===== src/rtl/core/ssd_pkg.sv =====
// Shared types and constants of the sequential stream detector.
// Used by ssd_ctrl, ssd_dpath and the top level; depends on nothing.
package ssd_pkg;

    localparam int STREAMS = 16;
    localparam int IDX_W   = (STREAMS > 1) ? $clog2(STREAMS) : 1;
    localparam int CFG_IDX_W = 2;

    localparam logic [31:0] SAT32         = 32'hFFFF_FFFF;
    localparam logic [31:0] THRESH_RESET  = 32'd0;
    localparam logic [31:0] AGE_RESET     = 32'd400;
    localparam logic [7:0]  SWEEP_RESET   = 8'd50;

    typedef enum logic [CFG_IDX_W-1:0] {
        CFG_THRESHOLD = 2'd0,
        CFG_AGE_LIMIT = 2'd1,
        CFG_SWEEP     = 2'd2
    } t_cfg_idx;

    typedef enum logic [2:0] {
        KIND_NEW     = 3'd0,
        KIND_EXTEND  = 3'd1,
        KIND_RESTART = 3'd2,
        KIND_HIT_LOW = 3'd3,
        KIND_DROP    = 3'd4,
        KIND_EVICT   = 3'd5
    } t_kind;

    typedef enum logic [1:0] {
        RD_SEL  = 2'd0,
        RD_SCAN = 2'd1,
        RD_BEST = 2'd2
    } t_rd_src;

    typedef struct packed {
        logic    latch_in;
        logic    lookup;
        logic    apply;
        logic    scan_clr;
        logic    scan_step;
        logic    evict;
        logic    push;
        logic    push_last;
        t_rd_src rd_src;
    } t_cmd;

    typedef struct packed {
        logic sweep_due;
        logic scan_done;
        logic best_found;
        logic out_free;
    } t_stat;

endpackage


===== src/rtl/core/sequential_stream_detector_unit.sv =====
// Top level of the sequential write stream detector.
// Instantiates ssd_ctrl and ssd_dpath; uses ssd_pkg.
//
// Usage: each input word on the slave stream is one write (address and
// time stamp). For every write the block returns one result word on the
// master stream, followed by one word per tracker evicted in a sweep,
// ordered by ascending stream start; tlast marks the final word of a write.
// Registers (restart threshold, age limit, sweep interval) are written
// through the configuration channel, which is always ready; write them only
// while the block is idle.
// Sequence: a write without a sweep goes from acceptance through lookup over
// the sixteen trackers, update and delivery into the output register; a new
// write is taken only once the last result has been loaded there. A sweep
// walks the table one entry per cycle through the single table read port;
// after each eviction the table is walked anew, and a final walk that finds
// no stale tracker ends the sweep.
// Reset empties the table, clears the event count and loads the default
// registers. When the receiver stalls, the block holds its result word and
// waits; the next write is accepted while the last word is still pending.
module sequential_stream_detector_unit (
    input  logic         i_clk,
    input  logic         i_rst_n,
    input  logic         i_s_tvalid,
    output logic         o_s_tready,
    input  logic [63:0]  i_s_tdata,   // [31:0] lba, [63:32] time_stamp
    output logic         o_m_tvalid,
    input  logic         i_m_tready,
    output logic [127:0] o_m_tdata,   // [31:0] stream_start, [63:32] run_offset,
                                      // [95:64] times_repeated, [127:96] seen_time
    output logic [2:0]   o_m_tuser,   // [2:0] kind
    output logic         o_m_tlast,   // is_last
    input  logic         i_cfg_valid,
    output logic         o_cfg_ready,
    input  logic [ssd_pkg::CFG_IDX_W-1:0] i_cfg_index,
    input  logic [31:0]  i_cfg_data
);

    ssd_pkg::t_cmd  cmd;
    ssd_pkg::t_stat stat;

    // Registers are plain flops, so a write is taken in any cycle.
    assign o_cfg_ready = 1'b1;

    ssd_ctrl u_ctrl (
        .i_clk      (i_clk),
        .i_rst_n    (i_rst_n),
        .i_in_valid (i_s_tvalid),
        .o_in_ready (o_s_tready),
        .i_stat     (stat),
        .o_cmd      (cmd)
    );

    ssd_dpath u_dpath (
        .i_clk            (i_clk),
        .i_rst_n          (i_rst_n),
        .i_cmd            (cmd),
        .o_stat           (stat),
        .i_lba            (i_s_tdata[31:0]),
        .i_time_stamp     (i_s_tdata[63:32]),
        .i_cfg_we         (i_cfg_valid & o_cfg_ready),
        .i_cfg_index      (i_cfg_index),
        .i_cfg_data       (i_cfg_data),
        .o_out_valid      (o_m_tvalid),
        .i_out_ready      (i_m_tready),
        .o_kind           (o_m_tuser),
        .o_stream_start   (o_m_tdata[31:0]),
        .o_run_offset     (o_m_tdata[63:32]),
        .o_times_repeated (o_m_tdata[95:64]),
        .o_seen_time      (o_m_tdata[127:96]),
        .o_is_last        (o_m_tlast)
    );

endmodule


===== src/rtl/core/ssd_ctrl.sv =====
// Sequencer of the sequential stream detector: steps one write through
// lookup, update, optional eviction sweep and result delivery. Uses ssd_pkg.
module ssd_ctrl (
    input  logic          i_clk,
    input  logic          i_rst_n,
    input  logic          i_in_valid,
    output logic          o_in_ready,
    input  ssd_pkg::t_stat i_stat,
    output ssd_pkg::t_cmd  o_cmd
);

    typedef enum logic [5:0] {
        ST_IDLE   = 6'b000001,
        ST_LOOKUP = 6'b000010,
        ST_APPLY  = 6'b000100,
        ST_SCAN   = 6'b001000,
        ST_EVICT  = 6'b010000,
        ST_FINAL  = 6'b100000
    } t_state;

    t_state r_state, n_state;

    always_ff @(posedge i_clk) begin
        if (!i_rst_n) begin
            r_state <= ST_IDLE;
        end else begin
            r_state <= n_state;
        end
    end

    always_comb begin
        n_state    = r_state;
        o_in_ready = 1'b0;
        o_cmd      = '0;
        o_cmd.rd_src = ssd_pkg::RD_SEL;
        case (r_state)
            ST_IDLE: begin
                o_in_ready     = 1'b1;
                o_cmd.latch_in = i_in_valid;
                if (i_in_valid) begin
                    n_state = ST_LOOKUP;
                end
            end
            ST_LOOKUP: begin
                o_cmd.lookup = 1'b1;
                n_state      = ST_APPLY;
            end
            ST_APPLY: begin
                o_cmd.apply = 1'b1;
                if (i_stat.sweep_due) begin
                    o_cmd.scan_clr = 1'b1;
                    n_state        = ST_SCAN;
                end else begin
                    n_state = ST_FINAL;
                end
            end
            ST_SCAN: begin
                o_cmd.rd_src    = ssd_pkg::RD_SCAN;
                o_cmd.scan_step = 1'b1;
                if (i_stat.scan_done) begin
                    n_state = ST_EVICT;
                end
            end
            ST_EVICT: begin
                o_cmd.rd_src = ssd_pkg::RD_BEST;
                if (!i_stat.best_found) begin
                    n_state = ST_FINAL;
                end else if (i_stat.out_free) begin
                    // The pending word goes out and the evicted entry takes its place.
                    o_cmd.push     = 1'b1;
                    o_cmd.evict    = 1'b1;
                    o_cmd.scan_clr = 1'b1;
                    n_state        = ST_SCAN;
                end
            end
            ST_FINAL: begin
                if (i_stat.out_free) begin
                    o_cmd.push      = 1'b1;
                    o_cmd.push_last = 1'b1;
                    n_state         = ST_IDLE;
                end
            end
            default: begin
                n_state = ST_IDLE;
            end
        endcase
    end

endmodule


===== src/rtl/core/ssd_dpath.sv =====
// Datapath of the sequential stream detector: tracker table, match logic,
// eviction scan, pending result and output register. Uses ssd_pkg.
module ssd_dpath (
    input  logic           i_clk,
    input  logic           i_rst_n,
    input  ssd_pkg::t_cmd  i_cmd,
    output ssd_pkg::t_stat o_stat,
    input  logic [31:0]    i_lba,
    input  logic [31:0]    i_time_stamp,
    input  logic           i_cfg_we,
    input  logic [ssd_pkg::CFG_IDX_W-1:0] i_cfg_index,
    input  logic [31:0]    i_cfg_data,
    output logic           o_out_valid,
    input  logic           i_out_ready,
    output logic [2:0]     o_kind,
    output logic [31:0]    o_stream_start,
    output logic [31:0]    o_run_offset,
    output logic [31:0]    o_times_repeated,
    output logic [31:0]    o_seen_time,
    output logic           o_is_last
);

    localparam int S = ssd_pkg::STREAMS;
    localparam int W = ssd_pkg::IDX_W;

    // Configuration registers.
    logic [31:0] r_thresh, r_age;
    logic [7:0]  r_interval;

    always_ff @(posedge i_clk) begin
        if (!i_rst_n) begin
            r_thresh   <= ssd_pkg::THRESH_RESET;
            r_age      <= ssd_pkg::AGE_RESET;
            r_interval <= ssd_pkg::SWEEP_RESET;
        end else if (i_cfg_we) begin
            case (ssd_pkg::t_cfg_idx'(i_cfg_index))
                ssd_pkg::CFG_THRESHOLD: r_thresh   <= i_cfg_data;
                ssd_pkg::CFG_AGE_LIMIT: r_age      <= i_cfg_data;
                ssd_pkg::CFG_SWEEP:     r_interval <= i_cfg_data[7:0];
                default: ;
            endcase
        end
    end

    // Tracker table. r_exp caches start + run, the address each tracker expects next.
    logic [S-1:0] r_valid, r_ext;
    logic [31:0]  r_start [S];
    logic [31:0]  r_run   [S];
    logic [31:0]  r_seen  [S];
    logic [31:0]  r_rep   [S];
    logic [31:0]  r_exp   [S];

    logic [31:0]  r_lba, r_now;
    logic [W-1:0] r_sel, r_scan, r_best;
    ssd_pkg::t_kind r_act;
    logic         r_best_found;
    logic [31:0]  r_best_start;
    logic [7:0]   r_evt;

    always_ff @(posedge i_clk) begin
        if (i_cmd.latch_in) begin
            r_lba <= i_lba;
            r_now <= i_time_stamp;
        end
    end

    // Single read port of the table.
    logic [W-1:0] rd_addr;
    logic         rd_valid;
    logic [31:0]  rd_start, rd_run, rd_seen, rd_rep;

    always_comb begin
        case (i_cmd.rd_src)
            ssd_pkg::RD_SCAN: rd_addr = r_scan;
            ssd_pkg::RD_BEST: rd_addr = r_best;
            default:          rd_addr = r_sel;
        endcase
        rd_valid = r_valid[rd_addr];
        rd_start = r_start[rd_addr];
        rd_run   = r_run[rd_addr];
        rd_seen  = r_seen[rd_addr];
        rd_rep   = r_rep[rd_addr];
    end

    // Lookup: first start hit, first extendable match, first free slot.
    logic         hit_f, ext_f, free_f;
    logic [W-1:0] hit_i, ext_i, free_i;

    always_comb begin
        hit_f = 1'b0; ext_f = 1'b0; free_f = 1'b0;
        hit_i = '0;   ext_i = '0;   free_i = '0;
        for (int i = 0; i < S; i++) begin
            if (!r_valid[i]) begin
                if (!free_f) begin
                    free_f = 1'b1;
                    free_i = W'(i);
                end
            end else begin
                if (!hit_f && r_start[i] == r_lba) begin
                    hit_f = 1'b1;
                    hit_i = W'(i);
                end
                if (!ext_f && r_ext[i] && r_exp[i] == r_lba) begin
                    ext_f = 1'b1;
                    ext_i = W'(i);
                end
            end
        end
    end

    always_ff @(posedge i_clk) begin
        if (i_cmd.lookup) begin
            if (hit_f) begin
                r_act <= ssd_pkg::KIND_RESTART;
                r_sel <= hit_i;
            end else if (ext_f) begin
                r_act <= ssd_pkg::KIND_EXTEND;
                r_sel <= ext_i;
            end else if (free_f) begin
                r_act <= ssd_pkg::KIND_NEW;
                r_sel <= free_i;
            end else begin
                r_act <= ssd_pkg::KIND_DROP;
                r_sel <= '0;
            end
        end
    end

    // Update of the selected tracker.
    logic        hit_low, run_sat, do_write;
    logic [31:0] lba_inc, wr_start, wr_run, wr_seen, wr_rep, claim_addr;
    ssd_pkg::t_kind wr_kind;

    always_comb begin
        hit_low    = rd_run < r_thresh;
        run_sat    = rd_run == ssd_pkg::SAT32;
        lba_inc    = r_lba + 32'd1;
        wr_start   = rd_start;
        wr_run     = rd_run;
        wr_seen    = r_now;
        wr_rep     = rd_rep;
        claim_addr = lba_inc;
        do_write   = 1'b1;
        wr_kind    = r_act;
        case (r_act)
            ssd_pkg::KIND_RESTART: begin
                if (hit_low) begin
                    wr_kind  = ssd_pkg::KIND_HIT_LOW;
                    wr_seen  = rd_seen;
                    do_write = 1'b0;
                end else begin
                    wr_run = 32'd1;
                    wr_rep = (rd_rep == ssd_pkg::SAT32) ? rd_rep : rd_rep + 32'd1;
                end
            end
            ssd_pkg::KIND_EXTEND: begin
                // A saturated run keeps its expected address.
                wr_run     = run_sat ? rd_run : rd_run + 32'd1;
                claim_addr = run_sat ? r_lba : lba_inc;
            end
            ssd_pkg::KIND_NEW: begin
                wr_start = r_lba;
                wr_run   = 32'd1;
                wr_rep   = '0;
            end
            default: begin
                wr_start = r_lba;
                wr_run   = '0;
                wr_rep   = '0;
                do_write = 1'b0;
            end
        endcase
    end

    // Eviction scan: staleness is tested per entry visited; the lowest start wins.
    logic stale;
    assign stale = rd_valid &&
        (({1'b0, rd_seen} + {1'b0, r_age}) < {1'b0, r_now});

    logic [7:0] evt_inc;
    assign evt_inc = r_evt + 8'd1;

    always_ff @(posedge i_clk) begin
        if (!i_rst_n) begin
            r_valid      <= '0;
            r_ext        <= '0;
            r_evt        <= '0;
            r_best_found <= 1'b0;
            r_scan       <= '0;
        end else begin
            if (i_cmd.apply) begin
                r_evt <= (evt_inc >= r_interval) ? 8'd0 : evt_inc;
                if (do_write) begin
                    for (int i = 0; i < S; i++) begin
                        if (W'(i) != r_sel && r_valid[i] && r_ext[i] && r_exp[i] == claim_addr)
                            r_ext[i] <= 1'b0;
                    end
                    r_valid[r_sel] <= 1'b1;
                    r_ext[r_sel]   <= 1'b1;
                end
            end
            if (i_cmd.evict) begin
                r_valid[r_best] <= 1'b0;
                r_ext[r_best]   <= 1'b0;
            end
            if (i_cmd.scan_clr) begin
                r_scan       <= '0;
                r_best_found <= 1'b0;
            end else if (i_cmd.scan_step) begin
                r_scan <= r_scan + W'(1);
                if (stale && (!r_best_found || rd_start < r_best_start)) begin
                    r_best_found <= 1'b1;
                    r_best       <= r_scan;
                    r_best_start <= rd_start;
                end
            end
        end
    end

    always_ff @(posedge i_clk) begin
        if (i_cmd.apply && do_write) begin
            r_start[r_sel] <= wr_start;
            r_run[r_sel]   <= wr_run;
            r_seen[r_sel]  <= wr_seen;
            r_rep[r_sel]   <= wr_rep;
            r_exp[r_sel]   <= claim_addr;
        end
    end

    // Pending result, held until it is known whether it is the last one.
    ssd_pkg::t_kind r_p_kind;
    logic [31:0]    r_p_start, r_p_run, r_p_rep, r_p_seen;

    always_ff @(posedge i_clk) begin
        if (i_cmd.apply) begin
            r_p_kind  <= wr_kind;
            r_p_start <= wr_start;
            r_p_run   <= wr_run;
            r_p_rep   <= wr_rep;
            r_p_seen  <= wr_seen;
        end else if (i_cmd.evict) begin
            r_p_kind  <= ssd_pkg::KIND_EVICT;
            r_p_start <= rd_start;
            r_p_run   <= rd_run;
            r_p_rep   <= rd_rep;
            r_p_seen  <= rd_seen;
        end
    end

    // Output register.
    always_ff @(posedge i_clk) begin
        if (!i_rst_n) begin
            o_out_valid <= 1'b0;
        end else if (i_cmd.push) begin
            o_out_valid <= 1'b1;
        end else if (i_out_ready) begin
            o_out_valid <= 1'b0;
        end
    end

    always_ff @(posedge i_clk) begin
        if (i_cmd.push) begin
            o_kind           <= r_p_kind;
            o_stream_start   <= r_p_start;
            o_run_offset     <= r_p_run;
            o_times_repeated <= r_p_rep;
            o_seen_time      <= r_p_seen;
            o_is_last        <= i_cmd.push_last;
        end
    end

    assign o_stat.sweep_due  = evt_inc >= r_interval;
    assign o_stat.scan_done  = r_scan == W'(S - 1);
    assign o_stat.best_found = r_best_found;
    assign o_stat.out_free   = !o_out_valid || i_out_ready;

    a_push_free: assert property (@(posedge i_clk) disable iff (!i_rst_n)
        i_cmd.push |-> (!o_out_valid || i_out_ready))
        else $error("result pushed over an untaken word");

    a_best_valid: assert property (@(posedge i_clk) disable iff (!i_rst_n)
        (r_best_found && !i_cmd.scan_clr && !i_cmd.scan_step) |-> r_valid[r_best])
        else $error("eviction candidate is not a live tracker");

    a_evt_wrap: assert property (@(posedge i_clk) disable iff (!i_rst_n)
        (i_cmd.apply && o_stat.sweep_due) |=> (r_evt == 8'd0))
        else $error("event count not cleared at sweep");

endmodule


===== config.mk =====
export PLATFORM = sky130hd
export DESIGN_NAME = sequential_stream_detector_unit
export DESIGN_NICKNAME = d
export VERILOG_FILES = /design/src/rtl/core/ssd_pkg.sv /design/src/rtl/core/sequential_stream_detector_unit.sv /design/src/rtl/core/ssd_ctrl.sv /design/src/rtl/core/ssd_dpath.sv
export SDC_FILE = /design/constraint.sdc
export NUM_CORES = 2
export LEC_CHECK = 0
export BUFFER_PORTS_ARGS = -buffer_cell sky130_fd_sc_hd__clkbuf_2
export CAP_MARGIN = 20
export CORE_ASPECT_RATIO = 2
export CORE_MARGIN = 2
export CORE_UTILIZATION = 63
export DETAILED_ROUTE_END_ITERATION = 6
export PLACE_DENSITY = 0.86
export SYNTH_ARGS = -nofsm -noshare
export SYNTH_HDL_FRONTEND = slang
export SYNTH_SLANG_ARGS = --single-unit

===== constraint.sdc =====
create_clock -name i_clk -period 28.6 [get_ports i_clk]
set_input_delay 2.86 -clock i_clk [delete_from_list [all_inputs] [get_ports i_clk]]
set_output_delay 2.86 -clock i_clk [all_outputs]
set_load 0.005 [all_outputs]

==> results_dict.tcl, run 1 <==
set metrics [dict create \
    status "aborted with a tool error" \
    lastStage "global routing" \
    firstError "[ERROR GRT-0116] Global routing finished with congestion. Check the congestion regions in the DRC Viewer." \
    cts_resized 0 \
    numCtsBuffers 273 \
    clock-sinks 3054 \
    synth_top_cell_by_area "edfxtp_1" \
    gp_congestion 1.24 \
    grt_pass1_wl_um 1290000 \
    synth_fa_ha_area_frac 0.0124 \
    fp.dieH_um 679 \
    globalRouteTotalUtil 0.791 \
    synth-edff-count 2930 \
    root_buffer "clkbuf_16" \
    rows 247 \
    synthMuxAreaShare 0.0810 \
    clockBufferDepth 4 \
    die_w_um 342 \
    ys.flop_type "edfxtp_1" \
    ys_seq_area_frac 0.630 \
    hpwl_um 501000 \
    synth_top_family_by_area "simple AND/OR/NAND/NOR gates" \
    yosys_warnings 0 \
    grt_max_degree 121 \
    synthSimpleGateAreaFrac 0.104 \
    synthesis.instances 10500 \
    post-cts-setup-buffer-count 0 \
    synth_common_cells "edfxtp_1, nand2_1, xnor2_1" \
    synth.distinct_cells 108 \
    start_util 0.634 \
    port_buffers 236 \
    ios 238 \
    synth_compound_gate_area_share 0.0674 \
    overflow 2691 \
    cts.hold.buffers_added 0 \
    syn_nets 10700 \
    grt_pass1_vias 135000 \
    yosys-top-cells-area "edfxtp_1, mux4_2, xnor2_1" \
    dpl_worst_slack_ns 15.60 \
    htreeDepth 5 \
    post-synth-top-count-cell "edfxtp_1" \
    mappedNetlistArea_um2 144000 \
    synthArstFlopShare 0 \
    synth_top_area_share 0.613 \
    ys_ff_latch 3054 \
    synthXorXnorAreaFrac 0.0805 \
    syn_area_per_cell_um2 13.7 \
]
metrics by stage:
stage | cell area, um2 | instances | hold slack [ns]
floorplan | 144000 | 10500 | 0.400
global placement | 151000 | 13500 | 0.402
detailed placement | 151000 | 13600 | 0.405
CTS | 160000 | 14000 | 0.419
layer usage:
metal,GRT overflow,track usage
met1,26,0.796
met2,1591,0.958
met3,27,0.623
met4,1033,0.807
met5,14,0.257
cells by family after synthesis:
kind of cell	count (synthesis)
simple gates	3072
flops	3054
compound gates	1417
xor+xnor	1302
buf+inv	843
mux	619
fa+ha+maj	142
other cells	1
==> run 2, diff against run 1 <==
Settings changed: CORE_ASPECT_RATIO 2 to unset, CORE_UTILIZATION 63 to 40, PLACE_DENSITY 0.86 to unset, PLACE_DENSITY_LB_ADDON set to 0.15.
==> run 2 against run 1 <==
The flow now finishes, with violations (DRC, capacitance limit). Synthesized cell count did not move. Area after synthesis did not move.
==> results_dict.tcl, run 2 <==
set metrics [dict create \
    worstSetupStartpointType "flip-flop" \
    yosys-top-cells-area "edfxtp_1, mux4_2, xnor2_1" \
    synth_top_area_share 0.613 \
    drv_slew 0 \
    final_common_cell "edfxtp_1" \
    postRouteAntennaNets 0 \
    start_util 0.403 \
    irDropWorstVdd_v 0.0000479 \
    grt_pass1_wl_um 868000 \
    clkLatencyLatePin_ns 0.99 \
    drt-initial-drc-count 15900 \
    yosys_warnings 0 \
    fin_tns_setup_ns 0 \
    cts.clk_slew.worst_paths_ns 0.06 \
    die_w_um 603 \
    crit_family "compound AO/OA/AOI/OAI gates" \
    layout.cells.non_filler 16000 \
    fin_nets 11100 \
    total_power_mw 10.3 \
    wl_um 651000 \
    setup_viol 0 \
    synth_common_cells "edfxtp_1, nand2_1, xnor2_1" \
    area_delta_synth_final_pct 14.5 \
    placedCellCount 15300 \
    cp_slowest_cell "ha_1" \
    cts_tree "yes" \
    antenna_found_initial 60 \
    n_fill_cell 31500 \
    multi_input_area_um2 50300 \
    layout_common_cells "edfxtp_1, nand2_1, xnor2_1" \
    cp_common_cell "o21ai_0" \
    p_leak_nw 54.5 \
    worst_pin_slew_ns 1.44 \
    drive_above_1_share 0.171 \
    min_period_ns 13.76 \
    ys_ff_latch 3054 \
    hold_viol 0 \
    clock-sinks 3054 \
    overflow 0 \
    drc_errors 9 \
    period_share 0.481 \
    clockBufferDepth 4 \
    min_path_type "reg -> reg" \
    via_count 102000 \
    synth-edff-count 2930 \
    required_ns 29.19 \
    post-cts-setup-buffer-count 0 \
    htreeDepth 5 \
    mappedNetlistArea_um2 144000 \
    cap_violations 1 \
    fin_ws_ns 14.84 \
    numCtsBuffers 347 \
    seq_area_um2 90500 \
    root_buffer "clkbuf_16" \
    max_stage_delay_ns 0.72 \
    die_area_um2 364000 \
    placed_area_um2 153000 \
    ios 238 \
    path_max_fanout 97 \
    synth.distinct_cells 108 \
    synthesis.instances 10500 \
    cts.hold.buffers_added 0 \
    p_per_area_nw_per_um2 62.5 \
    drt_pre_antenna_iters 7 \
    core_area_um2 356000 \
    grt_pass1_vias 96400 \
    fmax_mhz 72.7 \
    ys_seq_area_frac 0.630 \
    violations "DRC, capacitance limit" \
    max-slew-margin-rel 0.0154 \
    final.setup_skew_ns 0.0504 \
    synthArstFlopShare 0 \
    grt_max_degree 160 \
    cts_resized 0 \
    globalRouteTotalUtil 0.350 \
    vias_per_cell 6.36 \
    critical_path_class "reg -> reg" \
    syn_nets 10700 \
    rows 219 \
    synth_top_cell_by_area "edfxtp_1" \
    port_buffers 236 \
    cp.buffers_inverters 5 \
    cp.arrival_ns 14.35 \
    ys.flop_type "edfxtp_1" \
    dpl_worst_slack_ns 14.71 \
    syn_area_per_cell_um2 13.7 \
    rsz0062_at_grt "false" \
    status "complete, but fails checks" \
    hpwl_um 431000 \
    crit_path_end_kind "flip-flop" \
    fp.dieH_um 603 \
    wire_per_inst_um 40.8 \
    gp_congestion 1.02 \
    post-synth-top-count-cell "edfxtp_1" \
    fin_area_um2 164000 \
]
run 2: cell counts after synthesis:
No cell type changed its count.
run 2: path summary, 6_finish.rpt:
| path | from | slack (ns) | cells after the start | end |
|---|---|---|---|---|
| setup / recovery | u_ctrl.r_state[0] | 14.84 | 40 | u_dpath.r_best_start[22] |
| hold / removal | u_dpath.r_p_run[28] | 0.42 | 0 | u_dpath.o_run_offset[28] |
| setup reg to reg | u_ctrl.r_state[0] | 14.84 | 40 | u_dpath.r_best_start[22] |
| hold reg to reg | u_dpath.r_p_run[28] | 0.42 | 0 | u_dpath.o_run_offset[28] |
run 2: logic make-up (layout without fill, tap and decap cells):
kind of cell / after synthesis / in the layout / synth area share
compound gates: 1417 / 1417 / 0.0674
mux: 619 / 619 / 0.0810
fa+ha+maj: 142 / 142 / 0.0124
buf+inv: 843 / 1587 / 0.0248
flops: 3054 / 3054 / 0.630
other cells: 1 / 28 / 0.0000261
simple gates: 3072 / 3072 / 0.104
xor+xnor: 1302 / 1302 / 0.0805
run 2: layer usage:
| metal | share of wire | up-vias | global-route usage |
|---|---|---|---|
| met5 | 0.00012 | - | 0 |
| met4 | 0.057 | 12 | 0.166 |
| met3 | 0.11 | 1314 | 0.0938 |
| met2 | 0.44 | 6461 | 0.528 |
| met1 | 0.40 | 52900 | 0.470 |
| li1 | - | 40800 | - |
run 2: area by class of cell:
cell class,instances,area share
Sequential cell,3054,0.550
Multi-Input combinational cell,6553,0.306
Clock buffer,435,0.0562
Tap cell,4751,0.0362
Timing Repair Buffer,748,0.0326
Clock inverter,205,0.0139
Inverter,199,0.00454
Antenna cell,27,0.000411
run 2: power by group:
part	total, mW	switching (mW)	internal, mW
Clock	4.59	1.94	2.65
Sequential	4.93	0.0130	4.91
Combinational	0.767	0.562	0.205
Total	10.3	2.51	7.77
run 2: through the flow:
stage | hold WS, ns | utilization
after floorplan | 0.400 | -
after global placement | 0.401 | 0.428
after detailed placement | 0.405 | 0.428
after CTS | 0.412 | 0.461
after global routing | 0.424 | 0.461
final | 0.417 | 0.461
Note: power is estimated with default switching activity, not from simulation.
